## src/sv/rcs_pkg.sv

```systemverilog
package rcs_pkg;

   localparam int CHANNELS = 3;
   localparam int Q16_W = 24;

   localparam logic [7:0] FULL_SCALE = 8'd255;
   localparam logic [6:0] PCT_MAX = 7'd100;
   localparam logic [Q16_W-1:0] ONE_Q16 = 24'd65536;
   localparam logic [30:0] PCT_ROUND = 31'd50;

   // Division by 100 of a 31-bit value: multiply by ceil(2^38 / 100), keep bits 38 and up.
   localparam logic [31:0] RECIP_100 = 32'd2748779070;
   localparam int RECIP_SHIFT = 38;

   typedef logic [7:0] pix_type;
   typedef logic [CHANNELS-1:0][7:0] trio_type;
   typedef logic [Q16_W-1:0] q16_type;

   // Queue entry: the pixel plus the statistics that were current when it arrived.
   typedef struct packed {
      trio_type pix;
      trio_type lo;
      trio_type hi;
   } item_type;

   typedef struct packed {
      logic start;
      pix_type divisor;
   } div_req_type;

   typedef struct packed {
      logic done;
      q16_type quot;
   } div_rsp_type;

endpackage

```

## src/sv/rcs_front.sv

```systemverilog
module rcs_front (
   input logic clock,
   input logic reset,
   input logic push,
   input logic full,
   input logic mode,
   input logic first_of_frame,
   input rcs_pkg::pix_type blue,
   input rcs_pkg::pix_type green,
   input rcs_pkg::pix_type red,
   output logic enq,
   output rcs_pkg::item_type enq_item
);

   rcs_pkg::trio_type lo_ff;
   rcs_pkg::trio_type lo_in;
   rcs_pkg::trio_type hi_ff;
   rcs_pkg::trio_type hi_in;
   rcs_pkg::trio_type pix;
   logic take;
   logic gather;

   assign pix = {red, green, blue};
   assign take = push && !full;
   assign gather = take && !mode;
   assign enq = take && mode;

   always_comb begin
      for (int c = 0; c < rcs_pkg::CHANNELS; c++) begin
         if (first_of_frame) begin
            lo_in[c] = pix[c];
            hi_in[c] = pix[c];
         end else begin
            lo_in[c] = (pix[c] < lo_ff[c]) ? pix[c] : lo_ff[c];
            hi_in[c] = (pix[c] > hi_ff[c]) ? pix[c] : hi_ff[c];
         end
      end
   end

   always_ff @(posedge clock) begin
      if (reset) begin
         lo_ff <= {rcs_pkg::CHANNELS{rcs_pkg::FULL_SCALE}};
         hi_ff <= '0;
      end else if (gather) begin
         lo_ff <= lo_in;
         hi_ff <= hi_in;
      end
   end

   assign enq_item.pix = pix;
   assign enq_item.lo = lo_ff;
   assign enq_item.hi = hi_ff;

endmodule

```

## config.mk

```make
export PLATFORM = sky130hd
export DESIGN_NAME = rcs_front
export DESIGN_NICKNAME = d
export VERILOG_FILES = /design/src/sv/rcs_pkg.sv /design/src/sv/rcs_front.sv
export SDC_FILE = /design/constraint.sdc
export NUM_CORES = 1
export LEC_CHECK = 0
export ABC_AREA = 0
export BUFFER_PORTS_ARGS = -buffer_cell sky130_fd_sc_hd__buf_2
export CAP_MARGIN = 20
export CORE_UTILIZATION = 45
export DETAILED_ROUTE_END_ITERATION = 7
export PLACE_DENSITY = 0.71
export SLEW_MARGIN = 20
export SYNTH_ARGS = -nofsm -noshare
export SYNTH_HDL_FRONTEND = slang
export SYNTH_SLANG_ARGS = --single-unit
```

## constraint.sdc

```tcl
create_clock -name clock -period 2 [get_ports clock]
set_clock_uncertainty 0.05 [all_clocks]
set_input_delay 0.2 -clock clock [delete_from_list [all_inputs] [get_ports clock]]
set_output_delay 0.2 -clock clock [all_outputs]
set_load 0.02 [all_outputs]
```

---- Word-level counts from Yosys, hierarchy flattened ----
Cells that the tools add are included.
cells by class
  add/subtract/negate cells ............... 0
  $mul .................................... 0
  div/mod/pow operators ................... 0
  order comparisons ....................... 6
  equality and inequality tests ........... 0
  shifts and indexed selects .............. 0
  multiplexer cells ....................... 12
  bitwise gates (word level) .............. 0
  reduce and logical (&&, ||, !) cells .... 17
operators by type and width
  cell               count
  $mux 8             12
  $gt 8x8->1         3
  $lt 8x8->1         3
  $reduce_and 2->1   6
  $reduce_bool 2->1  6
  $logic_and 1x1->1  3
  $logic_not 1->1    2
word-level totals
  register bits after elaboration ......... 48
  latch bits .............................. 0
  bits in writable memories ............... 0
  memory bits (read-only) ................. 0
  bits of input ports ..................... 30
  memories kept ........................... 0

---- Depth between registers and ports, before layout ----
  depth after elaboration ................. 4
  gate-level depth with buffers ........... 7

---- Worst setup path before layout ----
No wires, ideal clock.
  kind .................................... reg2reg
  start ................................... register hi_ff, in the netlist enq_item[14]
  end ..................................... register hi_ff, in the netlist enq_item[10]
  arrival ................................. 1,659 ps
  required time ........................... 1,820 ps
  setup slack ............................. 161 ps
  cell stages (with the launch flop) ...... 8
  path through ............................ dfxtp_1 > inv_1 > ha_1 > a21oi_1 > nand2_1 > a211oi_1 > a21oi_4 > mux2i_1
between the ends
  word-level cells in the longest chain between the ends .. 3
ends and longest elaborated chain
  element                             line             RTL
  start, declared                     rcs_front.sv:17  rcs_pkg::trio_type hi_ff;
  start signal, assigned              rcs_front.sv:46  hi_ff <= hi_in;
  $gt 8x8->1                          rcs_front.sv:35  hi_in[c] = (pix[c] > hi_ff[c]) ? pix[c] : hi_ff[c];
  $reduce_bool 2->1 (no source line)  -
  $reduce_and 2->1 (no source line)   -
Every way passes these cells.
A chain may end at the register's enable or synchronous reset.

---- Final worst setup path ----
  start ................................... register lo_ff, in the netlist enq_item[25]
  end ..................................... register lo_ff, in the netlist enq_item[27]
between the ends
  word-level cells in the longest chain between the ends .. 3
ends and longest elaborated chain
  element                             line             RTL
  start, declared                     rcs_front.sv:15  rcs_pkg::trio_type lo_ff;
  start signal, assigned              rcs_front.sv:42  lo_ff <= {rcs_pkg::CHANNELS{rcs_pkg::FULL_SCALE}};
  start signal, assigned              rcs_front.sv:45  lo_ff <= lo_in;
  $lt 8x8->1                          rcs_front.sv:34  lo_in[c] = (pix[c] < lo_ff[c]) ? pix[c] : lo_ff[c];
  $reduce_bool 2->1 (no source line)  -
  $reduce_and 2->1 (no source line)   -
Every way passes these cells.

==> results.md <==
## Logic synthesis
- **instance count of the mapped netlist** 389
- **async set-or-reset flop fraction in the synthesized netlist** 0%
- **net count of the mapped netlist** 464
- **biggest area contributors in the synthesized netlist** sky130_fd_sc_hd__dfxtp_1, sky130_fd_sc_hd__ha_1, sky130_fd_sc_hd__mux2i_1
- **Syn Area/Cell** 8.69 um2
- **Netlist Area Pre-Place** 3380 um2
- **sequential element share of the synthesized area** 28.4%
- **most instantiated flip-flop cell in the synthesis netlist** sky130_fd_sc_hd__dfxtp_1
- **cell type with the highest aggregate area in the netlist** sky130_fd_sc_hd__dfxtp_1
- **Yosys Warn Count** 0
- **number of enable-type register cells in the synthesized netlist** 0
- **library cells used by synthesis** 28
- **area share of the largest cell type after synthesis** 28.4%
- **flop and latch count out of synthesis** 48

## CTS
- **clock latency at the later pin of the worst-skew pair** 0.29 ns
- **clock transition at the registers of the reported paths** 0.08 ns
- **H-tree lvl count** 2
- **clock tree from TritonCTS** yes
- **Num Clock Sinks** 48
- **maximum clock path buffer count** 2
- **hold-fix buffers at CTS** 0
- **root buffer cell** sky130_fd_sc_hd__clkbuf_8
- **Num CTS Buffers** 5

## STA
- **worst slew pin tran** 0.464 ns
- **RSZ-0062 raised after global routing** false
- **setup tns final** 0 ns
- **final critical-path share of the clock period** 94.5%
- **setup violation total in the final timing report** 0
- **maximum operating frequency** 0.529 GHz
- **final hold violation count** 0
- **Max-Slew Margin vs Limit** 69.1%
- **minimum clock period** 1.89 ns
- **Setup WS post-layout** 0.111 ns
- **number of pins with negative max-slew slack in the final report** 0

## Status
- **status** finished clean

## Global routing
- **met2 usage in global routing** 30.8%
- **first-pass GRT wire length** 11400 um
- **number of global-route vias before repair** 2536
- **global-route layer with the greatest usage** met2
- **maximum number of pins on one net before global-route repair** 49
- **global-route track usage on met3** 3.36%
- **overall overflow remaining after global route** 0
- **number of antenna violations at the first check in global routing** 0
- **GRT Resource Usage Total** 18.2%
- **met1 global-route usage** 24.1%

## Pwr
- **power per cell area** 536 nW/um2
- **post-layout total power** 2.07 mW
- **Max rail drop VDD** 0.277 mV
- **leakage** 1.91 nW

## Finish
- **commonest non-fill, non-tap cell in the layout** sky130_fd_sc_hd__buf_2
- **most used cells in the layout excluding fill and tap cells** sky130_fd_sc_hd__buf_2, sky130_fd_sc_hd__nor2_1, sky130_fd_sc_hd__nand2_1
- **max reg flops** 48
- **post-route design area** 3870 um2
- **number of antenna diodes** 0
- **area added between synthesis and finish** 14.5%
- **proportion of layout cells with a drive suffix above 1** 27.7%
- **FILL cells** 693
- **Layout Nets** 544
- **post-route non-filler standard cell count** 568

## Worst setup path
- **crit path max fanout** 8
- **longest individual stage delay on the worst path** 0.36 ns
- **Critical Path Slowest Stage Cell** sky130_fd_sc_hd__dfxtp_1
- **arrival time at the worst endpoint** 2.05 ns
- **crit path cell chain** inv_1 -> ha_1 -> a21o_1 -> a211o_1 -> a21oi_4 -> mux2i_1
- **Worst EP required** 2.17 ns
- **CP endpoint kind** flop
- **startpoint-to-endpoint class of the critical path** flop to flop
- **kind of start point of the critical path** flop

## Detailed routing
- **total DRC errors in the routed layout** 0
- **residual antenna-violating net count after detailed routing** 0
- **wire per inst** 12.4 um
- **sum of routed wire length over all layers** 7070 um
- **via-per-instance ratio** 4.98
- **Initial DRC Count** 87
- **first-pass detailed-route iteration total** 4
- **total via count in the routed design** 2827

## Floorplan
- **Die X** 88.7 um
- **count of standard-cell rows** 31
- **die footprint** 7860 um2
- **starting density of the core** 46.6%
- **Vert. Die Dim** 88.7 um
- **io pins** 103
- **area of the core** 7250 um2

## Placement
- **cell count after placement** 559
- **placer congestion estimate** 0.760
- **area after detailed placement** 3770 um2
- **number of port buffers** 102
- **Worst Setup Slack post-DPL** 0.104 ns
- **half-perimeter wire length after detailed placement** 5400 um

## Run
- **max-cap viol count** 0

## Worst hold path
- **worst hold path type** input pin to flop

[worst paths after layout]
kind	startpoint	to	slack, ns	depth (start not counted)
hold / removal	red[0]	enq_item[16]	0.14	3
hold reg to reg	enq_item[3]	enq_item[3]	0.42	2
setup reg to reg	enq_item[25]	enq_item[27]	0.11	6
setup / recovery	enq_item[25]	enq_item[27]	0.11	6
[where the power goes]
part / internal [mW] / switching [mW]
Sequential: 0.990 / 0.0256
Clock: 0.239 / 0.312
Combinational: 0.197 / 0.311
[what timing repair did]
item                                    in CTS  in global routing
buffers inserted                             0                  2
gates resized for setup                      0                  1
endpoints found under the setup margin       0                  9
endpoints found under the hold margin        0                  0
[per-stage QoR]
step / hold WS (ns) / util, %
floorplan: 0.292 / -
global placement: 0.405 / 52.0
detailed placement: 0.414 / 52.0
CTS: 0.131 / 53.1
global route: 0.131 / 53.4
finish: 0.140 / 53.4
[kinds of logic (layout without fill, tap and decap cells)]
group	after synthesis	count (layout)	synth area share (%)
AND/OR/NAND/NOR	128	128	17.1
multiplexers	48	48	14.2
buffers and inverters	81	161	13.1
adder cells (fa/ha/maj)	45	45	16.7
flip-flops	48	48	28.4
AO/OA/AOI/OAI	39	39	10.4
[cell usage after synthesis (6+ instances only)]
| master | count |
|---|---|
| sky130_fd_sc_hd__a21o_1 | 6 |
| sky130_fd_sc_hd__inv_1 | 46 |
| sky130_fd_sc_hd__nor2_1 | 51 |
| sky130_fd_sc_hd__nand2_1 | 51 |
| sky130_fd_sc_hd__a21oi_4 | 6 |
| sky130_fd_sc_hd__a21oi_1 | 9 |
| sky130_fd_sc_hd__dfxtp_1 | 48 |
| sky130_fd_sc_hd__ha_1 | 45 |
| sky130_fd_sc_hd__nand3_1 | 6 |
| sky130_fd_sc_hd__nand4_1 | 6 |
| sky130_fd_sc_hd__buf_4 | 24 |
| sky130_fd_sc_hd__mux2i_1 | 48 |
[routing by layer]
| metal | share of wire, % | wire length (um) | vias to the layer above |
|---|---|---|---|
| met1 | 47 | 3310 | 1312 |
| met4 | 0.64 | 45 | 0 |
| met3 | 4.4 | 310 | 4 |
| met5 | 0 | 0 | - |
| met2 | 48 | 3400 | 72 |
| li1 | - | - | 1439 |
[final cells by class]
type / count / area (um2) / area share (%)
Clock buffer: 6 / 72.6 / 1.87
Clock inverter: 1 / 5.00 / 0.129
Inverter: 46 / 173 / 4.46
Multi-Input combinational cell: 260 / 1980 / 51.2
Sequential cell: 48 / 961 / 24.8
Tap cell: 99 / 124 / 3.20
Timing Repair Buffer: 108 / 556 / 14.4
[critical path, delay by kind of cell (launching register included)]
kind	cells	cell delay, ns
multiplexers	1	0.25
flip-flops	1	0.36
buffers and inverters	1	0.05
adder cells (fa/ha/maj)	1	0.26
AO/OA/AOI/OAI	3	0.84
Note: power is estimated with default switching activity, not from simulation.
