File: config.mk
export PLATFORM = sky130hd
export DESIGN_NAME = rcs_div
export DESIGN_NICKNAME = d
export VERILOG_FILES = /design/src/sv/rcs_pkg.sv /design/src/sv/rcs_div.sv
export SDC_FILE = /design/constraint.sdc
export NUM_CORES = 1
export LEC_CHECK = 0
export BUFFER_PORTS_ARGS = -buffer_cell sky130_fd_sc_hd__buf_2
export CAP_MARGIN = 20
export CORE_ASPECT_RATIO = 0.9
export CORE_MARGIN = 2
export CORE_UTILIZATION = 55
export DETAILED_ROUTE_END_ITERATION = 8
export PLACE_DENSITY_LB_ADDON = 0.3
export SLEW_MARGIN = 20
export SYNTH_ARGS = -nofsm -noshare
export SYNTH_HDL_FRONTEND = slang
export SYNTH_SLANG_ARGS = --single-unit
File: constraint.sdc
create_clock -name clock -period 5 [get_ports clock]
set_input_delay 1 -clock clock [delete_from_list [all_inputs] [get_ports clock]]
set_output_delay 1 -clock clock [all_outputs]
set_load 0.1 [all_outputs]
File: src/sv/rcs_pkg.sv
package rcs_pkg;

   localparam int CHANNELS = 3;
   localparam int Q16_W = 24;

   localparam logic [7:0] FULL_SCALE = 8'd255;
   localparam logic [6:0] PCT_MAX = 7'd100;
   localparam logic [Q16_W-1:0] ONE_Q16 = 24'd65536;
   localparam logic [30:0] PCT_ROUND = 31'd50;

   // Division by 100 of a 31-bit value: multiply by ceil(2^38 / 100), keep bits 38 and up.
   localparam logic [31:0] RECIP_100 = 32'd2748779070;
   localparam int RECIP_SHIFT = 38;

   typedef logic [7:0] pix_type;
   typedef logic [CHANNELS-1:0][7:0] trio_type;
   typedef logic [Q16_W-1:0] q16_type;

   // Queue entry: the pixel plus the statistics that were current when it arrived.
   typedef struct packed {
      trio_type pix;
      trio_type lo;
      trio_type hi;
   } item_type;

   typedef struct packed {
      logic start;
      pix_type divisor;
   } div_req_type;

   typedef struct packed {
      logic done;
      q16_type quot;
   } div_rsp_type;

endpackage

File: src/sv/rcs_div.sv
module rcs_div (
   input logic clock,
   input logic reset,
   input rcs_pkg::div_req_type req,
   output rcs_pkg::div_rsp_type rsp
);

   localparam int STEPS = rcs_pkg::Q16_W;
   localparam int CNT_W = $clog2(STEPS);
   localparam logic [CNT_W-1:0] LAST_STEP = CNT_W'(STEPS - 1);

   // Restoring division of (255 << 16) + d/2 by d, one quotient bit per cycle.
   // The numerator shifts out of the top of nq_ff while quotient bits enter at the bottom.
   logic busy_ff;
   logic done_ff;
   logic [CNT_W-1:0] cnt_ff;
   rcs_pkg::pix_type rem_ff;
   rcs_pkg::pix_type d_ff;
   rcs_pkg::q16_type nq_ff;
   logic [8:0] trial;
   logic [8:0] diff;
   logic ge;

   assign trial = {rem_ff, nq_ff[STEPS-1]};
   assign ge = (trial >= {1'b0, d_ff});
   assign diff = trial - {1'b0, d_ff};

   always_ff @(posedge clock) begin
      if (reset) begin
         busy_ff <= 1'b0;
         done_ff <= 1'b0;
         cnt_ff <= '0;
      end else begin
         done_ff <= 1'b0;
         if (req.start) begin
            busy_ff <= 1'b1;
            cnt_ff <= '0;
            rem_ff <= '0;
            d_ff <= req.divisor;
            nq_ff <= {rcs_pkg::FULL_SCALE, 16'h0000} + STEPS'(req.divisor >> 1);
         end else if (busy_ff) begin
            rem_ff <= ge ? diff[7:0] : trial[7:0];
            nq_ff <= {nq_ff[STEPS-2:0], ge};
            cnt_ff <= cnt_ff + 1'b1;
            if (cnt_ff == LAST_STEP) begin
               busy_ff <= 1'b0;
               done_ff <= 1'b1;
            end
         end
      end
   end

   assign rsp.done = done_ff;
   assign rsp.quot = nq_ff;

endmodule

Word-level counts from Yosys, hierarchy flattened
Cells that the tools add are included.
- flip-flop bits (word level): 47
- word-level logic and storage cells: 26
- add/subtract/negate cells: 3
- $lt $le $gt $ge: 1
- eq/ne operators: 1
- multiplexer cells: 8
- bitwise gates (word level): 2
- reductions and logical operators: 5
- operators by type and width (operator ; count):
    24-bit two-way mux ; 2
    17-bit by 8-bit adder with 18-bit output, first input constant ; 1
    8-bit two-way mux ; 2
    9-bit by 8-bit greater-or-equal comparator with 1-bit output ; 1
    8-bit subtractor ; 1
    5-bit by 1-bit adder with 5-bit output, second input constant ; 1
    5-bit == test, second input constant ; 1
    1-bit two-way mux ; 4
    2-bit AND reduction ; 2
    3-bit OR reduction ; 1
    1-bit NOT ; 2
    2-bit nonzero test ; 1
    2-bit OR reduction ; 1

Longest topological paths before layout
Gate-level depths: netlist (run 1).
- depth after elaboration: 4
- mapped depth: 8
- mapped depth without buffers: 8

Worst setup path after synthesis (run 1)
Ideal clock, no wire load.
- path type: input-to-reg
- start: input port req[8] (netlist bit)
- end: register nq_ff[0] (enable)
- library setup time: 0.421 ns
- data arrival time: 2.846 ns
- required time: 4.579 ns
- setup slack: 1.733 ns
- cell stages on the path: 4
- path buffers: 2
- cells stage by stage: buf_6 > clkbuf_1 > nor2_1 > nor2_1
- longest elaborated chain between the ends: 2
- RTL lines (item ; line ; source):
    start, declared ; rcs_div.sv:4 ; input rcs_pkg::div_req_type req,
    2-bit nonzero test (no line) ; n/a ;
    2-bit AND reduction (no line) ; n/a ;
    end signal, assigned ; rcs_div.sv:40 ; nq_ff <= {rcs_pkg::FULL_SCALE, 16'h0000} + STEPS'(req.divisor >> 1);
    end signal, assigned ; rcs_div.sv:43 ; nq_ff <= {nq_ff[STEPS-2:0], ge};
    end, declared ; rcs_div.sv:19 ; rcs_pkg::q16_type nq_ff;
Every way passes these cells.
A chain may end at the register's enable or synchronous reset.

Worst setup path in the final report (run 1)
- start: input port req[8] (netlist bit)
- end: register d_ff[0] (enable)
- longest elaborated chain between the ends: 1
- RTL lines (item ; line ; source):
    2-bit AND reduction (no line) ; n/a ;
    end signal, assigned ; rcs_div.sv:39 ; d_ff <= req.divisor;
    end, declared ; rcs_div.sv:18 ; rcs_pkg::pix_type d_ff;
Every way passes these cells.

==> summary.md, run 1 <==
| Metric | Value |
|---|---|
| Number of synthesized flops with an enable pin | 40 |
| Max Cap Viol | 0 |
| Antenna-violating nets left | 0 |
| Initial Utilization | 56.7% |
| Post-CTS sizing | 0 |
| Setup crit start kind | input pin |
| Post-detail-place hpwl | 2990 um |
| R2R cell count | 6 |
| Via density | 5.66 |
| Setup TNS Final | 0 ps |
| Die W | 72.1 um |
| Slew Limit Fails | 0 |
| Synthesized flop and latch total | 47 |
| Gate Count Post-Synth | 181 |
| Hold slack final | 518 ps |
| Placed Area | 2500 um2 |
| Top FF cell, synth | edfxtp_1 |
| Clock sink total | 47 |
| Top cells by area, synth | edfxtp_1, dfxtp_1, ha_1 |
| CTS H-tree depth | 2 |
| WHS Endpoint | nq_ff[17] |
| CP Capture Type | register |
| Router iterations before antenna repair | 4 |
| Synth unique cells | 45 |
| IO Port Bufs | 35 |
| Hold_sp | nq_ff[16] |
| Worst EP required | 4930 ps |
| Die height | 65.3 um |
| Synth Warn # | 0 |
| Vias | 1512 |
| DIE AREA | 4710 um2 |
| Clk root buf | clkbuf_8 |
| Worst clock skew | 14.8 ps |
| Row cnt | 22 |
| Fin area | 2580 um2 |
| Min Tclk post-route | 2210 ps |
| Total Nets Final | 239 |
| CTS Buffer Depth | 2 |
| Max-slew headroom | 60.8% |
| Drt initial violations | 116 |
| Layout cell share with drive strength beyond 1 | 31.5% |
| Status | finished clean |
| Initial antenna violation count | 0 |
| Total gr overflow | 0 |
| Synthesized net count | 202 |
| Drt drc | 0 |
| RSZ-0062 raised after global routing | false |
| Final Setup Violations | 0 |
| Hold buffer count at CTS | 0 |
| Worst-margin pin slew | 588 ps |
| Worst reg2reg path endpoint | rem_ff[7] |
| Synthesized area per cell | 12.7 um2 |
| Crit-path max cell delay | 490 ps |
| P per Cell Area | 348 nW/um2 |
| CP max-delay cell | nor2_1 |
| Ant diodes | 0 |
| Hold Fails Final Rpt | 0 |
| GRT Util Overall | 19.6% |
| Post-layout util | 63.8% |
| Crit Path Max Fanout | 35 |
| WP data arrival | 2140 ps |
| RR Startpoint | rem_ff[5] |
| R2R Setup Slk | 2810 ps |
| Clock slew at reported path FFs | 90 ps |
| Post-Syn Area | 2290 um2 |
| First-pass GRT wire length | 6890 um |
| CTS tree | yes |
| CTS Buf Count | 5 |
| Synth top area share | 52.3% |
| Worst Hold Depth | 1 |
| Static leakage | 0.992 nW |
| Seq/Total Area, Yosys | 58.5% |
| Share of flip-flops with an asynchronous set or reset | 0% |
| Routability Congestion | 0.862 |
| Post-CTS setup buffers | 0 |
| Hold Path Class | reg2reg |
| Synth area leader | edfxtp_1 |
| Max frequency | 453 MHz |
| Crit share post-route | 44.2% |
| Vias in the first global route | 1456 |
| Largest net degree at the start of global routing | 36 |
| Core area | 4050 um2 |
| Power, Total | 0.000898 W |
| WL/cell | 15.3 um |
| Area growth syn-to-layout | 12.4% |
| Clk_lat worst skew | 300 ps |
| Peak supply drop | 208 uV |
| Final wirelength | 4090 um |
| Worst path cell trace | buf_2 > inv_1 > nor2_1 |
| I/O Pins | 36 |
| Worst Path Class, Setup | in2reg |
how the worst max path moves through the flow:
stage          startpoint       end  cells past startpoint
2_1_floorplan      req[8]  nq_ff[0]                      4
3_3_place_gp       req[8]   d_ff[6]                      3
3_5_place_dp       req[8]   d_ff[7]                      3
4_1_cts            req[8]   d_ff[0]                      3
5_1_grt            req[8]   d_ff[4]                      3
6_report           req[8]   d_ff[0]                      3
registers in the layout (all words and copies together), names as in the netlist:
| name | flops |
|---|---|
| rem_ff | 8 |
| nq_ff | 24 |
| cnt_ff | 5 |
| d_ff | 8 |
| busy_ff | 1 |
| done_ff | 1 |
Yosys cell counts (2+ instances only):
cell / number
a211oi_1: 3
a21o_2: 2
a21oi_1: 10
and3_1: 2
buf_6: 2
clkbuf_1: 3
dfxtp_1: 7
edfxtp_1: 40
ha_1: 9
inv_1: 12
mux2_2: 7
mux2i_1: 2
nand2_1: 2
nand3_1: 7
nand4_1: 3
nor2_1: 10
nor2b_1: 11
nor3_1: 3
o211ai_1: 2
o21a_1: 2
o21ai_0: 7
or2_2: 8
or3_1: 2
xnor2_1: 2
xor2_1: 3
routing by layer:
layer	vias to the layer above	part of all wire [%]	track usage, %
met5	-	0	0
met4	0	1.9	8.02
met3	9	5.1	4.91
met2	46	49	30.8
met1	718	44	26.0
li1	739	-	-
worst max-delay path: cells and delay by family:
kind / cells / cell delay, ps
AND/OR/NAND/NOR: 1 / 490
buffers and inverters: 2 / 640
layout by cell type, fill, tap and decap left out, types with 2 or more instances in the layout:
| master | count |
|---|---|
| edfxtp_1 | 40 |
| buf_2 | 35 |
| inv_1 | 12 |
| nor2b_1 | 11 |
| a21oi_1 | 10 |
| nor2_1 | 9 |
| ha_1 | 9 |
| or2_2 | 8 |
| mux2_2 | 7 |
| nand3_1 | 7 |
| o21ai_0 | 7 |
| dfxtp_1 | 7 |
| clkbuf_8 | 5 |
| nand4_1 | 3 |
| nor3_1 | 3 |
| a211oi_1 | 3 |
| xor2_1 | 3 |
| a21o_2 | 2 |
| o21a_1 | 2 |
| or3_1 | 2 |
| o211ai_1 | 2 |
| xnor2_1 | 2 |
| and3_1 | 2 |
| nand2_1 | 2 |
| mux2i_1 | 2 |
power by group:
part	leakage [nW]	internal (W)	switching [W]	total, W
Clock	0.0426	0.0000961	0.000115	0.000211
Combinational	0.517	0.0000643	0.000157	0.000221
Sequential	0.432	0.000454	0.0000124	0.000466
Total	0.992	0.000614	0.000284	0.000898
through the flow:
step	cells	worst slack, ps
4_1_cts	267	2770
6_report	267	2790
3_5_place_dp	259	2450
2_1_floorplan	181	1730
5_1_grt	267	2680
3_3_place_gp	259	2540
layout make-up:
cell class | instances | area, um2
clock buffers | 6 | 72.6
clock inverters | 2 | 8.76
fillers | 308 | 1470
inverters | 12 | 45.0
multi-input cells | 116 | 870
flip-flops and latches | 47 | 1340
well taps | 48 | 60.1
repair buffers | 36 | 183
cell families (layout without fill, tap and decap cells):
| logic type | after synthesis | count (layout) | share of synthesized area (%) |
|---|---|---|---|
| xor gates and xnor gates | 5 | 5 | 1.91 |
| and+or+nand+nor | 54 | 54 | 13.2 |
| adders and majority gates | 10 | 10 | 5.78 |
| buffers and inverters | 18 | 56 | 3.76 |
| DFF | 47 | 47 | 58.5 |
| AOI/OAI and AO/OA | 38 | 38 | 12.6 |
| muxes | 9 | 9 | 4.31 |
No activity file was read; power rests on OpenSTA's default activity.
==> inputs of run 2 (changes only) <==
--- a/config.mk
+++ b/config.mk
@@ -9,7 +9,7 @@
 export CAP_MARGIN = 20
 export CORE_ASPECT_RATIO = 0.9
 export CORE_MARGIN = 2
-export CORE_UTILIZATION = 55
+export CORE_UTILIZATION = 50
 export DETAILED_ROUTE_END_ITERATION = 8
 export PLACE_DENSITY_LB_ADDON = 0.3
 export SLEW_MARGIN = 20
==> constraint.sdc (replaced) <==
create_clock -name clock -period 1.8 [get_ports clock]
set_input_delay 0.36 -clock clock [delete_from_list [all_inputs] [get_ports clock]]
set_output_delay 0.36 -clock clock [all_outputs]
set_load 0.1 [all_outputs]
==> run 2 against run 1 <==
  * Critical path type is now reg2reg
  * Cell count increased by 16%
  * Clock power increased to 2.9 times the previous value
  * Clock-buffer cell count increased by 1
  * Register-to-register slack got worse by 3000 ps
  * Clock skew decreased by 3.0 ps
  * Design area increased by 15%
  * Sequential power increased to 2.8 times the previous value
  * Non-clock buffer count increased by 28
  * Core utilization increased by 3.2 points
  * First-iteration DRC count decreased by 28%
  * Setup slack got worse by 3000 ps
  * The run now ends with setup timing left
  * Highest routed layer unchanged
  * Sequential share of layout area decreased by 6.8 points
==> summary.md, run 2 (synthesis results as in run 1) <==
| Metric | Value |
|---|---|
| Status | finished with violations |
| Failing checks | setup timing |
| Max-slew headroom | 66.9% |
| WL met3 | 190 um |
| Leading cell type in the layout, fill and taps excluded | edfxtp_1 |
| Die height | 68.3 um |
| Hold Path Class | in2reg |
| Static leakage | 1.14 nW |
| CTS Buf Count | 5 |
| CP Capture Type | register |
| Largest regs | nq_ff: 24 flops, d_ff: 8 flops, rem_ff: 8 flops |
| CTS tree | yes |
| Routability Congestion | 0.880 |
| Setup crit start kind | register |
| Worst clock skew | 11.9 ps |
| Min Tclk post-route | 1970 ps |
| Final Setup Violations | 9 |
| Vias | 1598 |
| Peak supply drop | 636 uV |
| Biggest register | nq_ff |
| Post-layout util | 67.0% |
| I/O Pins | 36 |
| Max FFs per register | 24 |
| CTS H-tree depth | 2 |
| Hold_sp | req[6] |
| Row cnt | 23 |
| DRT met1 WL | 2210 um |
| Hold Fails Final Rpt | 0 |
| Max Cap Viol | 0 |
| Crit share post-route | 109% |
| Area growth syn-to-layout | 29.4% |
| Setup WS pre-CTS | -211 ps |
| Drt drc | 0 |
| CTS Buffer Depth | 2 |
| WL/cell | 15.4 um |
| Die W | 75.4 um |
| Vias in the first global route | 1563 |
| Setup TNS Final | -1120 ps |
| IO Port Bufs | 35 |
| Clk_lat worst skew | 300 ps |
| Met2 routed wirelength | 2270 um |
| Clock slew at reported path FFs | 90 ps |
| Worst EP required | 1860 ps |
| Post-detail-place hpwl | 3150 um |
| GRT Util Overall | 20.4% |
| Layout cell share with drive strength beyond 1 | 45.7% |
| Top layer in use | met4 |
| Via density | 5.17 |
| P per Cell Area | 912 nW/um2 |
| RR Startpoint | rem_ff[5] |
| R2R cell count | 8 |
| Antenna-violating nets left | 0 |
| DIE AREA | 5150 um2 |
| Worst-margin pin slew | 500 ps |
| Power, Total | 0.00271 W |
| Slew Limit Fails | 0 |
| Most frequent cells in the layout | edfxtp_1, buf_2, buf_4 |
| RSZ-0062 raised after global routing | true |
| Final wirelength | 4760 um |
| Initial Utilization | 51.8% |
| Fin worst setup slack | -166 ps |
| WP data arrival | 2020 ps |
| Drt initial violations | 83 |
| Clock sink total | 47 |
| Total Nets Final | 267 |
| First-pass GRT wire length | 7620 um |
| Largest net degree at the start of global routing | 33 |
| Clk root buf | clkbuf_8 |
| CP Launch Point | rem_ff[5] |
| Hold slack final | 242 ps |
| Worst Hold Depth | 1 |
| Ant diodes | 0 |
| Core area | 4430 um2 |
| Initial antenna violation count | 0 |
| Router iterations before antenna repair | 4 |
| Total gr overflow | 0 |
| Worst Path Class, Setup | reg2reg |
| Hold buffer count at CTS | 0 |
| Crit Path Max Fanout | 7 |
| Max frequency | 509 MHz |
-- run 2: timing repair --
item / CTS / global route
buffers inserted: 3 / 2
endpoints found under the hold margin: 0 / 0
setup endpoints to repair: 9 / 9
pin swaps: 11 / 6
gates resized for setup: 20 / 6
-- run 2: final timing paths --
check	end	slack, ps
worst max-delay path	rem_ff[6]	-170
worst min-delay path	d_ff[6]	240
worst min register to register	nq_ff[17]	530
worst max register to register	rem_ff[6]	-170
-- run 2: where the power goes --
| part | total (W) | internal [W] | switching (W) |
|---|---|---|---|
| clock | 0.000612 | 0.000273 | 0.000339 |
| sequential | 0.00130 | 0.00126 | 0.0000407 |
| combinational | 0.000794 | 0.000304 | 0.000490 |
-- run 2: per-stage QoR --
stage                     std cells  instance area [um2]
after global placement          296                 2720
after global routing            309                 2970
after CTS                       307                 2930
after detailed placement        296                 2720
final                           309                 2970
after floorplan                 181                 2320
-- run 2: final cells by class --
| cell class | count | area (um2) |
|---|---|---|
| flip-flops and latches | 47 | 1340 |
| inverters | 12 | 45.0 |
| well taps | 62 | 77.6 |
| repair buffers | 64 | 413 |
| fillers | 341 | 1460 |
| clock inverters | 1 | 5.00 |
| multi-input cells | 116 | 1010 |
| clock buffers | 7 | 76.3 |
-- run 2: critical path: stages, from the launching register on --
cell and delay (ps):
edfxtp_1 440, ha_4 340, and2_4 150, nand3b_1 110, buf_4 150, a21o_2 210, buf_6 140, nand3_1 100
a21oi_1 80
-- run 2: metal layers --
metal | vias to the layer above | GRT usage [%]
li1 | 796 | -
met1 | 755 | 28.2
met2 | 41 | 30.2
met3 | 6 | 5.30
met4 | 0 | 9.21
met5 | - | 0
