$ cat src/sv/rcs_pkg.sv
package rcs_pkg;

   localparam int CHANNELS = 3;
   localparam int Q16_W = 24;

   localparam logic [7:0] FULL_SCALE = 8'd255;
   localparam logic [6:0] PCT_MAX = 7'd100;
   localparam logic [Q16_W-1:0] ONE_Q16 = 24'd65536;
   localparam logic [30:0] PCT_ROUND = 31'd50;

   // Division by 100 of a 31-bit value: multiply by ceil(2^38 / 100), keep bits 38 and up.
   localparam logic [31:0] RECIP_100 = 32'd2748779070;
   localparam int RECIP_SHIFT = 38;

   typedef logic [7:0] pix_type;
   typedef logic [CHANNELS-1:0][7:0] trio_type;
   typedef logic [Q16_W-1:0] q16_type;

   // Queue entry: the pixel plus the statistics that were current when it arrived.
   typedef struct packed {
      trio_type pix;
      trio_type lo;
      trio_type hi;
   } item_type;

   typedef struct packed {
      logic start;
      pix_type divisor;
   } div_req_type;

   typedef struct packed {
      logic done;
      q16_type quot;
   } div_rsp_type;

endpackage

$ cat src/sv/rcs_queue.sv
module rcs_queue #(
   parameter int DEPTH = 4
) (
   input logic clock,
   input logic reset,
   input logic wr_en,
   input rcs_pkg::item_type wr_data,
   input logic rd_en,
   output rcs_pkg::item_type rd_data,
   output logic full,
   output logic empty
);

   localparam int PTR_W = (DEPTH > 1) ? $clog2(DEPTH) : 1;
   localparam int CNT_W = $clog2(DEPTH + 1);
   localparam logic [PTR_W-1:0] LAST = PTR_W'(DEPTH - 1);
   localparam logic [CNT_W-1:0] FULL_CNT = CNT_W'(DEPTH);

   rcs_pkg::item_type slot_ff [DEPTH];
   logic [PTR_W-1:0] wr_ptr_ff;
   logic [PTR_W-1:0] rd_ptr_ff;
   logic [CNT_W-1:0] cnt_ff;
   logic do_wr;
   logic do_rd;

   assign full = (cnt_ff == FULL_CNT);
   assign empty = (cnt_ff == '0);
   assign do_wr = wr_en && !full;
   assign do_rd = rd_en && !empty;
   assign rd_data = slot_ff[rd_ptr_ff];

   always_ff @(posedge clock) begin
      if (do_wr) begin
         slot_ff[wr_ptr_ff] <= wr_data;
      end
   end

   always_ff @(posedge clock) begin
      if (reset) begin
         wr_ptr_ff <= '0;
         rd_ptr_ff <= '0;
         cnt_ff <= '0;
      end else begin
         if (do_wr) begin
            wr_ptr_ff <= (wr_ptr_ff == LAST) ? '0 : wr_ptr_ff + 1'b1;
         end
         if (do_rd) begin
            rd_ptr_ff <= (rd_ptr_ff == LAST) ? '0 : rd_ptr_ff + 1'b1;
         end
         if (do_wr && !do_rd) begin
            cnt_ff <= cnt_ff + 1'b1;
         end else if (do_rd && !do_wr) begin
            cnt_ff <= cnt_ff - 1'b1;
         end
      end
   end

endmodule

$ cat config.mk
export PLATFORM = sky130hd
export DESIGN_NAME = rcs_queue
export DESIGN_NICKNAME = d
export VERILOG_FILES = /design/src/sv/rcs_pkg.sv /design/src/sv/rcs_queue.sv
export SDC_FILE = /design/constraint.sdc
export NUM_CORES = 1
export LEC_CHECK = 0
export BUFFER_PORTS_ARGS = -buffer_cell sky130_fd_sc_hd__buf_2
export CAP_MARGIN = 20
export CORE_ASPECT_RATIO = 1.25
export CORE_MARGIN = 10
export CORE_UTILIZATION = 60
export CTS_BUF_LIST = sky130_fd_sc_hd__clkbuf_4 sky130_fd_sc_hd__clkbuf_8
export DETAILED_ROUTE_END_ITERATION = 6
export GPL_TIMING_DRIVEN = 0
export PLACE_DENSITY = 0.83
export SLEW_MARGIN = 10
export SYNTH_ARGS = -nofsm -noshare
export SYNTH_HDL_FRONTEND = slang
export SYNTH_SLANG_ARGS = --single-unit
$ cat constraint.sdc
create_clock -name clock -period 4.3 [get_ports clock]
set_clock_uncertainty 0.15 [all_clocks]
set_input_delay 0 -clock clock [delete_from_list [all_inputs] [get_ports clock]]
set_output_delay 0 -clock clock [all_outputs]
set_load 0.01 [all_outputs]
; ---- Yosys cells after proc, flatten, opt, wreduce, memory -nomap -nowiden
; Memory sizes are Yosys's and may differ from the RTL's. A register that Yosys moved wholly into a read port is not among the register bits.
; Cells that the tools add are included.
[classes]
eq_ne = 3
add_sub_neg = 4
n_reduce_logical = 10
mux = 8
[op_table]
columns = op, count
row1 = $mux W2, 4
row2 = $mux W3, 2
row3 = $add A2 B1 Y2 const B, 2
row4 = $eq A2 B2 Y1 const B, 2
row5 = $logic_and A1 B1 Y1, 4
row6 = $logic_not A1 Y1, 4
row7 = $add A3 B1 Y3 const B, 1
row8 = $eq A3 B3 Y1 const B, 1
row9 = $logic_not A3 Y1, 1
row10 = $sub A3 B1 Y3 const B, 1
row11 = $mux W1, 2
row12 = $reduce_bool A2 Y1, 1
[word_totals]
register_bits = 7
mem_bits_rw = 288
inputBits = 76
wordCells = 29
n_memories = 1
out_inout_bits = 74
[mem_list]
columns = name, depth, word_bits, read_ports, rd_ports_with_merged_regs, wr, line
row1 = slot_ff, 4, 72, 1, 1, 1, rcs_queue.sv:19  ; rcs_pkg::item_type slot_ff [DEPTH];

; ---- Longest topological paths before layout
; Gate-level depths: netlist of the first run.
[logic_depth]
word_depth = 7
mapped_depth = 10
mapped_depth_nobuf = 9

; ---- Worst setup path after synthesis of the first run
; OpenSTA, ideal clock, no wires.
[synth_timing]
kind = flip-flop to flip-flop
from = reg cnt_ff[0]
to = reg cnt_ff[2]
stages_incl_launch_ff = 11
t_required_ns = 4.080
t_arrival_ns = 2.122
period_less_slack_ns = 2.343
setup_time_ns = 0.070
path_buffers = 1
path_slack_ns = 1.957
path_cell_list = dfxtp_1 -> or3b_1 -> buf_6 -> clkinv_4 -> nor2_2 -> ha_1 -> inv_1 -> fa_1 -> xor2_1 -> or3_2 -> a21oi_1
[synth_via]
elab_chain_cells = 6
elab_cells_between_ends = 15
classes_between = add/sub (2) / eq/ne (1) / mux (2) / reduce/logical (10)
[synth_lines]
columns = item, line
row1 = "start, declared", rcs_queue.sv:22  ; logic [CNT_W-1:0] cnt_ff;
row2 = "start signal, assigned", rcs_queue.sv:51  ; cnt_ff <= cnt_ff + 1'b1;
row3 = "start signal, assigned", rcs_queue.sv:53  ; cnt_ff <= cnt_ff - 1'b1;
row4 = $eq A3 B3 Y1 *, rcs_queue.sv:26  ; assign full = (cnt_ff == FULL_CNT);
row5 = via full, rcs_queue.sv:10  ; output logic full,
row6 = $logic_not A1 Y1 *, rcs_queue.sv:28  ; assign do_wr = wr_en && !full;
row7 = $logic_and A1 B1 Y1 *, rcs_queue.sv:28
row8 = via do_wr, rcs_queue.sv:23  ; logic do_wr;
row9 = $logic_not A1 Y1, rcs_queue.sv:52  ; end else if (do_rd && !do_wr) begin
row10 = $logic_and A1 B1 Y1, rcs_queue.sv:52
row11 = $reduce_bool A2 Y1 (no line), --
; The timed path passes the listed nets; every way through them passes the cells marked *. The select of a mux whose other input is x is not followed.
; A chain may end at the register's enable or synchronous reset.

; ---- Final worst setup path of the first run
[layout_timing]
from = reg cnt_ff[2]
to = reg cnt_ff[1]
[layout_via]
elab_chain_cells = 6
elab_cells_between_ends = 12
classes_between = eq/ne (1) / mux (1) / reduce/logical (10)
[layout_lines]
columns = item, line
row1 = $eq A3 B3 Y1 *, rcs_queue.sv:26
row2 = $logic_not A1 Y1 *, rcs_queue.sv:28
row3 = $logic_and A1 B1 Y1 *, rcs_queue.sv:28
row4 = via do_wr, rcs_queue.sv:23
row5 = $logic_not A1 Y1, rcs_queue.sv:52
row6 = $logic_and A1 B1 Y1, rcs_queue.sv:52
row7 = $reduce_bool A2 Y1 (no line), --
; The timed path passes the listed nets; every way through them passes the cells marked *.

==> impl_metrics.ini, run 1 <==
[logic_synthesis]
synthesis.area_mm2 = 0.0109
synth_cell_type_count = 27
syn-instance-count = 426
ys_async_sr_fraction_pct = 0
syn_avg_cell_area_um2 = 25.5
ys_ff_latch = 297
synth_top_flop_cell = edfxtp_1
synth_fp_nets = 509
yosysSeqAreaShare_pct = 81.3
synth_edf_count = 288
yosysWarnings = 0

[final_layout]
regArea_mm2 = 0.00883
postLayoutCellArea_mm2 = 0.0136
nNetsFinal = 783
drive_gt1_share_pct = 43.7
fin_util_pct = 77.1
multi_input_area_mm2 = 0.00191
layout_common_cells = edfxtp_1, buf_2, dlygate4sd3_1
layout_commonest_cell = edfxtp_1
n_antenna_cell = 0
fillers = 911
areaGrowthSynthToFinish_pct = 25.2

[global_route]
grt_max_degree = 38
grt_pass1_wl_mm = 34.9
antenna_found_initial = 0
grt_usage_pct = 18.9
grt_pass1_vias = 6211
grt-ovfl-total = 0

[critical_path]
cp_max_fo = 7
worstPathArrival_ns = 3.34
setup.worst_path.end_class = flop
critPathLaunchType = flop
cp.required_ns = 4.57
critPathKind = flop to flop
r2r_slack_ns = 1.23

[pwr]
switchingPower_w = 0.00195
p_seq_share_pct = 48.3
p_leak_nw = 4.72
finalPower_w = 0.00743
irDropWorstVdd_mv = 0.396
p_comb_share_pct = 22.6
internal_power_w = 0.00548
p_sw_share_pct = 26.2
p_per_area_mw_per_mm2 = 546
p_clk_share_pct = 29.1

[clock_network]
cts_made_buffers = 43
clock-sinks = 297
clk_pin_slew_ns = 0.07
cts_setup_buffers = 0
htreeDepth = 2
clock_path_buffers = 3
clk_latency_ns = 0.53
cts-root-buf = clkbuf_8
cts_tree = done

[outcome]
status = complete, no violations

[timing]
hold_viol = 0
setup_viol = 0
tightest_slew_ns = 0.636
worst_slew_margin_rel_pct = 57.6
fin_crit_sh_pct = 71.3
slew_violations = 0
rsz0062_at_grt = no
max_freq_mhz = 326
tns_ns = 0
period_minus_slack_ns = 3.07
fin_worst_hold_slack_ns = 0.0611

[die]
start_util_pct = 61.6
io_pins = 150
die_area_mm2 = 0.0239
core_area_mm2 = 0.0176
row_count = 54
die_x_um = 140
die_y_um = 170

[placement]
post-dp-hpwl_mm = 13.2
place_area_mm2 = 0.0120
io_buffers = 148
gp_congestion = 0.740

[routing]
via_per_inst = 5.64
drtIter0Drc = 390
drtAntennaViolNets = 0
drt-total-wl_mm = 22.3
drtPass1Iterations = 4
vias = 5392
wl_per_cell_um = 23.4
drc_errors = 0

[job]
maxCapViolCount = 0

[worst_hold_path]
hold_path_class = input pin to flop
metrics by stage:
stage,cells,setup WS [ns]
final,956,1.23
after floorplan,426,1.96
after CTS,956,1.46
after global placement,798,1.49
after detailed placement,802,1.69
after global routing,956,1.21
final cells by class:
cell class | instances | area share (%)
clock buffer | 65 | 5.84
clock inverter | 12 | 0.405
timing repair buffer | 229 | 11.7
buffer | 18 | 0.819
multi-input combinational | 106 | 14.1
tap | 224 | 2.06
sequential | 297 | 64.9
inverter | 5 | 0.175
power by group through the flow:
| stage | clock network (W) | registers (W) | logic [W] |
|---|---|---|---|
| floorplan | 0 | 0.00362 | 0.00102 |
| global route | 0.00233 | 0.00361 | 0.00182 |
| finish | 0.00216 | 0.00359 | 0.00168 |
| CTS | 0.00220 | 0.00358 | 0.00169 |
| detailed placement | 0 | 0.00364 | 0.00162 |
| global placement | 0 | 0.00363 | 0.00156 |
cells in the mapped netlist, types with 2 or more instances:
cell type	instances	share of area (%)
a21oi_1	3	0.14
and3_2	4	0.28
xor2_1	2	0.16
nor3_1	2	0.092
buf_2	8	0.37
o31ai_2	2	0.23
mux2i_1	2	0.18
nand3_1	2	0.092
edfxtp_1	288	80
ha_1	6	0.69
buf_4	7	0.48
nor2_1	3	0.10
dfxtp_1	9	1.7
mux4_2	72	15
inv_1	4	0.14
final timing paths:
check	start	to	cells past startpoint
setup / recovery	cnt_ff[2]$_SDFFE_PP0P_	cnt_ff[1]$_SDFFE_PP0P_	10
hold / removal	wr_data[51]	slot_ff[2][51]$_DFFE_PP_	2
setup reg to reg	cnt_ff[2]$_SDFFE_PP0P_	cnt_ff[1]$_SDFFE_PP0P_	10
hold reg to reg	rd_ptr_ff[0]$_SDFFE_PP0P_	rd_ptr_ff[0]$_SDFFE_PP0P_	2
critical path, cell delays in order, from the launching register on:
cell and delay [ns]:
dfxtp_1 0.44, or3b_1 0.44, buf_6 0.17, clkinv_4 0.05, nor2_2 0.04, ha_1 0.24, inv_1 0.11, fa_1 0.46
mux2i_1 0.21, nor2_1 0.07, dlygate4sd3_1 0.58
per-layer routing:
metal / global-route usage, % / routed length [um] / vias up
li1: - / - / 2377
met1: 21.3 / 8120 / 2794
met2: 33.7 / 12300 / 183
met3: 4.87 / 1350 / 38
met4: 7.28 / 539 / 0
met5: 0 / 0 / -
state kept, by name (all words and copies together) (netlist names), named ones only:
name       count
slot_ff      288
cnt_ff         3
rd_ptr_ff      2
wr_ptr_ff      2
kinds of logic (layout without fill, tap and decap cells):
logic type      Yosys count  after routing  synth area share (%)
xor+xnor                  2              2                 0.161
flops                   297            297                  81.3
simple gates             16             16                 0.864
buf+inv                  23            329                  1.24
fa+ha+maj                 7              7                 0.875
compound gates            7              7                 0.461
mux                      74             74                  15.1
timing repair:
item,CTS,global route
endpoints found under the setup margin,0,0
gates resized for setup,0,0
hold buffers,77,0
hold endpoints to repair,297,0
(Power assumes the default switching activity.)
==> inputs of run 2 (changes only) <==
--- a/config.mk
+++ b/config.mk
@@ -9,11 +9,11 @@
 export CAP_MARGIN = 20
 export CORE_ASPECT_RATIO = 1.25
 export CORE_MARGIN = 10
-export CORE_UTILIZATION = 60
+export CORE_UTILIZATION = 53
 export CTS_BUF_LIST = sky130_fd_sc_hd__clkbuf_4 sky130_fd_sc_hd__clkbuf_8
 export DETAILED_ROUTE_END_ITERATION = 6
 export GPL_TIMING_DRIVEN = 0
-export PLACE_DENSITY = 0.83
+export PLACE_DENSITY = 0.77
 export SLEW_MARGIN = 10
 export SYNTH_ARGS = -nofsm -noshare
 export SYNTH_HDL_FRONTEND = slang
==> constraint.sdc (replaced) <==
create_clock -name clock -period 2.7 [get_ports clock]
set_clock_uncertainty 0.15 [all_clocks]
set_input_delay 0 -clock clock [delete_from_list [all_inputs] [get_ports clock]]
set_output_delay 0 -clock clock [all_outputs]
set_load 0.01 [all_outputs]
==> impl_metrics.ini, run 2 (synthesis gave the netlist of run 1 again) <==
[outcome]
status = complete, no violations

[job]
maxCapViolCount = 0

[die]
io_pins = 150
die_x_um = 148
die_y_um = 180
start_util_pct = 53.8
core_area_mm2 = 0.0202
die_area_mm2 = 0.0267
row_count = 58

[routing]
drc_errors = 0
drt-total-wl_mm = 21.4
via_per_inst = 5.24
drtIter0Drc = 287
drtAntennaViolNets = 0
wl_per_cell_um = 21.3
vias = 5277
drtPass1Iterations = 4

[global_route]
antenna_found_initial = 3
grt-ovfl-total = 0
grt_pass1_vias = 5953
grt_usage_pct = 16.0
grt_pass1_wl_mm = 33.3
grt_max_degree = 48

[final_layout]
regArea_mm2 = 0.00883
nNetsFinal = 783
largest_reg_flops = 288
reg_top3 = slot_ff (288), cnt_ff (3)
final_cells = 1007
layout_commonest_cell = edfxtp_1
multi_input_area_mm2 = 0.00191
fillers = 1319
top_register = slot_ff
areaGrowthSynthToFinish_pct = 26.4
drive_gt1_share_pct = 43.2
fin_util_pct = 68.0
layout_common_cells = edfxtp_1, buf_2, dlygate4sd3_1

[critical_path]
crit_buf_inv = 3
critPathKind = flop to flop
critical-path-top-delay-family = simple AND/OR/NAND/NOR gates
setup.worst_path.end_class = flop
critPathLaunchType = flop
slowest_delay_ns = 0.43
cp_max_fo = 7
cp.depth = 10
path_cells = or3b_1, buf_6, clkinv_4, nor2_2, ha_1, inv_1, fa_1, xor2_1, or3_2, a21oi_1
slowest_stage = or3_2
worstPathArrival_ns = 2.85
ff2ff_path_depth = 10
cp.required_ns = 3.01

[clock_network]
clock-sinks = 297
cts_tree = done
cts-root-buf = clkbuf_8
clk_latency_ns = 0.53
cts_setup_buffers = 0
cts_made_buffers = 44
clk_pin_slew_ns = 0.06
htreeDepth = 2
clock_path_buffers = 3

[placement]
dp.cells = 848
gp_congestion = 0.697
io_buffers = 148
post-dp-hpwl_mm = 13.1

[timing]
hold_viol = 0
tightest_slew_ns = 0.592
setup_viol = 0
rsz0062_at_grt = no
fin_worst_hold_slack_ns = 0.0651
fin_crit_sh_pct = 94.0
worst_slew_margin_rel_pct = 60.6
max_freq_mhz = 394
slew_violations = 0
tns_ns = 0
period_minus_slack_ns = 2.54

[worst_hold_path]
whs_path_depth = 2
hold_path_class = input pin to flop

[pwr]
p_leak_nw = 4.74
irDropWorstVdd_mv = 0.596
p_per_area_mw_per_mm2 = 870
## run 2: timing repair
action,CTS,global route
hold buffers,76,0
gates resized for setup,0,2
hold endpoints to repair,397,0
setup endpoints to repair,0,1
## run 2: worst paths after layout
check / to / start / slack, ns
max: cnt_ff[2]$_SDFFE_PP0P_ / cnt_ff[2]$_SDFFE_PP0P_ / 0.16
min: slot_ff[1][14]$_DFFE_PP_ / wr_data[14] / 0.07
max reg2reg: cnt_ff[2]$_SDFFE_PP0P_ / cnt_ff[2]$_SDFFE_PP0P_ / 0.16
min reg2reg: flop / rd_ptr_ff[0]$_SDFFE_PP0P_ / 0.35
## run 2: area by class of cell
type                       instances  area share [%]
antenna                            1          0.0182
buffer                            18           0.811
clock buffer                      56            5.11
clock inverter                    26            1.41
inverter                           5           0.173
multi-input combinational        106            13.9
sequential                       297            64.3
tap                              270            2.46
timing repair buffer             228            11.7
## run 2: through the flow
stage	total power, W	worst slack [ns]	area (um^2)
after floorplan	0.00738	0.357	10900
after global placement	0.00827	-0.143	11900
after detailed placement	0.00840	0.151	12100
after CTS	0.0121	0.133	13700
after global routing	0.0125	0.0433	13700
final	0.0119	0.161	13700
## run 2: power breakdown
part	leakage, nW	internal (W)	switching, W
combinational	1.56	0.00128	0.00136
sequential	2.71	0.00558	0.000124
clock	0.460	0.00200	0.00160
total	4.74	0.00886	0.00309
## run 2: metal layers
layer	GRT usage, %	share of wire, %	vias to the layer above	wire length [um]
met2	27.9	54	144	11600
met3	3.92	4.7	32	1010
met5	0	0.065	-	14
met4	5.36	1.8	4	385
li1	-	-	2386	-
met1	19.0	39	2711	8420
==> inputs of run 3 (changes only) <==
--- a/config.mk
+++ b/config.mk
@@ -12,7 +12,6 @@
 export CORE_UTILIZATION = 53
 export CTS_BUF_LIST = sky130_fd_sc_hd__clkbuf_4 sky130_fd_sc_hd__clkbuf_8
 export DETAILED_ROUTE_END_ITERATION = 6
-export GPL_TIMING_DRIVEN = 0
 export PLACE_DENSITY = 0.77
 export SLEW_MARGIN = 10
 export SYNTH_ARGS = -nofsm -noshare
==> impl_metrics.ini, run 3 (synthesis gave the netlist of run 1 again) <==
[outcome]
status = complete, no violations

[critical_path]
cp_max_fo = 7
cp.required_ns = 3.00
crit_buf_inv = 2
setup.worst_path.end_class = flop
path_cells = or3b_4, clkinv_4, nor2_2, ha_1, inv_1, fa_1, xor2_1, or3_2, a21oi_1
critical-path-top-delay-family = simple AND/OR/NAND/NOR gates
critPathKind = flop to flop
worstPathArrival_ns = 2.84
slowest_stage = dfxtp_1
critPathLaunchType = flop
slowest_delay_ns = 0.47

[pwr]
finalPower_w = 0.0116
p_leak_nw = 4.64
p_per_area_mw_per_mm2 = 855
irDropWorstVdd_mv = 0.702

[global_route]
grt_usage_pct = 15.9
top_usage_layer = met2
grt-ovfl-total = 0
grt_pass1_wl_mm = 33.2
grtUsageMet1_pct = 19.0
antenna_found_initial = 2
grt_pass1_vias = 5811
grt_use_met2_pct = 27.5
grt_max_degree = 73
gr-usage-met3_pct = 3.79

[final_layout]
layout_common_cells = edfxtp_1, buf_2, dlygate4sd3_1
layout_commonest_cell = edfxtp_1
areaGrowthSynthToFinish_pct = 24.9
regArea_mm2 = 0.00884
reg_top3 = slot_ff (288), cnt_ff (3)
nNetsFinal = 770
top_register = slot_ff
drive_gt1_share_pct = 42.6
final_cells = 987
fin_util_pct = 67.3
fillers = 1330
multi_input_area_mm2 = 0.00192
postLayoutCellArea_mm2 = 0.0136
largest_reg_flops = 288

[routing]
drtPass1Iterations = 4
drc_errors = 0
drt-total-wl_mm = 21.3
vias = 5300
wl_per_cell_um = 21.6
drtIter0Drc = 327
drtAntennaViolNets = 0
via_per_inst = 5.37

[clock_network]
cts_tree = done
clk_latency_ns = 0.52
clock_path_buffers = 3
clk_pin_slew_ns = 0.06
cts-root-buf = clkbuf_8
clock-sinks = 297
htreeDepth = 2
cts_made_buffers = 42

[die]
die_x_um = 148
start_util_pct = 53.8
core_area_mm2 = 0.0202
io_pins = 150
row_count = 58
die_area_mm2 = 0.0267
die_y_um = 180

[placement]
dp.cells = 837
io_buffers = 149
place_area_mm2 = 0.0120
post-dp-hpwl_mm = 12.3
gp_congestion = 0.730

[timing]
tightest_slew_ns = 0.498
hold_viol = 0
rsz0062_at_grt = no
fin_crit_sh_pct = 94.0
worst_slew_margin_rel_pct = 66.8
slew_violations = 0
max_freq_mhz = 394
tns_ns = 0
setup_viol = 0
period_minus_slack_ns = 2.54

[job]
maxCapViolCount = 0

[worst_hold_path]
hold_path_class = input pin to flop
-- run 3: cell types whose count changed in the layout (fill, tap and decap cells not counted), moves of 2 or more --
| cell | before | now |
|---|---|---|
| dfxtp_4 | 0 | 2 |
| bufinv_16 | 3 | 1 |
| buf_4 | 7 | 3 |
| dfxtp_2 | 2 | 0 |
| buf_16 | 4 | 0 |
| clkinvlp_4 | 3 | 1 |
| clkbuf_8 | 45 | 43 |
| buf_12 | 0 | 7 |
| clkinv_1 | 15 | 11 |
| buf_2 | 156 | 149 |
-- run 3: layout make-up --
type	instances	share of cell area, %
antenna	1	0.0184
clock buffer	55	5.02
clock inverter	18	0.765
inverter	5	0.175
multi-input combinational	106	14.1
sequential	297	65.1
tap	270	2.49
timing repair buffer	235	12.3
-- run 3: what timing repair did --
action,CTS,global route
setup endpoints to repair,0,1
endpoints found under the hold margin,313,0
gates resized for setup,0,1
buffers inserted,0,0
hold buffers,76,0
-- run 3: path summary, 6_finish.rpt --
| kind | start | to | slack [ns] | cells after the start |
|---|---|---|---|---|
| worst min register to register | rd_ptr_ff[0]$_SDFFE_PP0P_ | flop | 0.36 | 2 |
| worst max register to register | cnt_ff[0]$_SDFFE_PP0P_ | cnt_ff[2]$_SDFFE_PP0P_ | 0.16 | 9 |
| worst min-delay path | wr_data[29] | slot_ff[1][29]$_DFFE_PP_ | 0.08 | 2 |
| worst max-delay path | cnt_ff[0]$_SDFFE_PP0P_ | cnt_ff[2]$_SDFFE_PP0P_ | 0.16 | 9 |
-- run 3: layer usage --
layer	share of wire [%]	vias up
li1	-	2353
met1	38	2734
met2	54	184
met3	6.5	27
met4	1.7	2
met5	0.033	-
-- run 3: worst reg2reg max path, cell delays in order (launching register included) --
cell,delay [ns]
dfxtp_1,0.47
or3b_4,0.25
clkinv_4,0.07
nor2_2,0.12
ha_1,0.20
inv_1,0.07
fa_1,0.39
xor2_1,0.19
or3_2,0.41
a21oi_1,0.15
-- run 3: stage by stage --
| stage | setup slack [ns] | hold slack (ns) |
|---|---|---|
| floorplan | 0.357 | -0.0511 |
| global placement | 0.202 | 0.0597 |
| detailed placement | 0.0671 | 0.0689 |
| CTS | 0.0418 | 0.0384 |
| global route | 0.00948 | 0.0637 |
| finish | 0.162 | 0.0782 |
-- run 3: power by group --
part / switching, W / internal, W / leakage [nW] / total, W
registers: 0.000204 / 0.00558 / 2.71 / 0.00578
logic: 0.00128 / 0.00127 / 1.51 / 0.00254
clock network: 0.00154 / 0.00174 / 0.415 / 0.00328
total: 0.00302 / 0.00859 / 4.64 / 0.0116
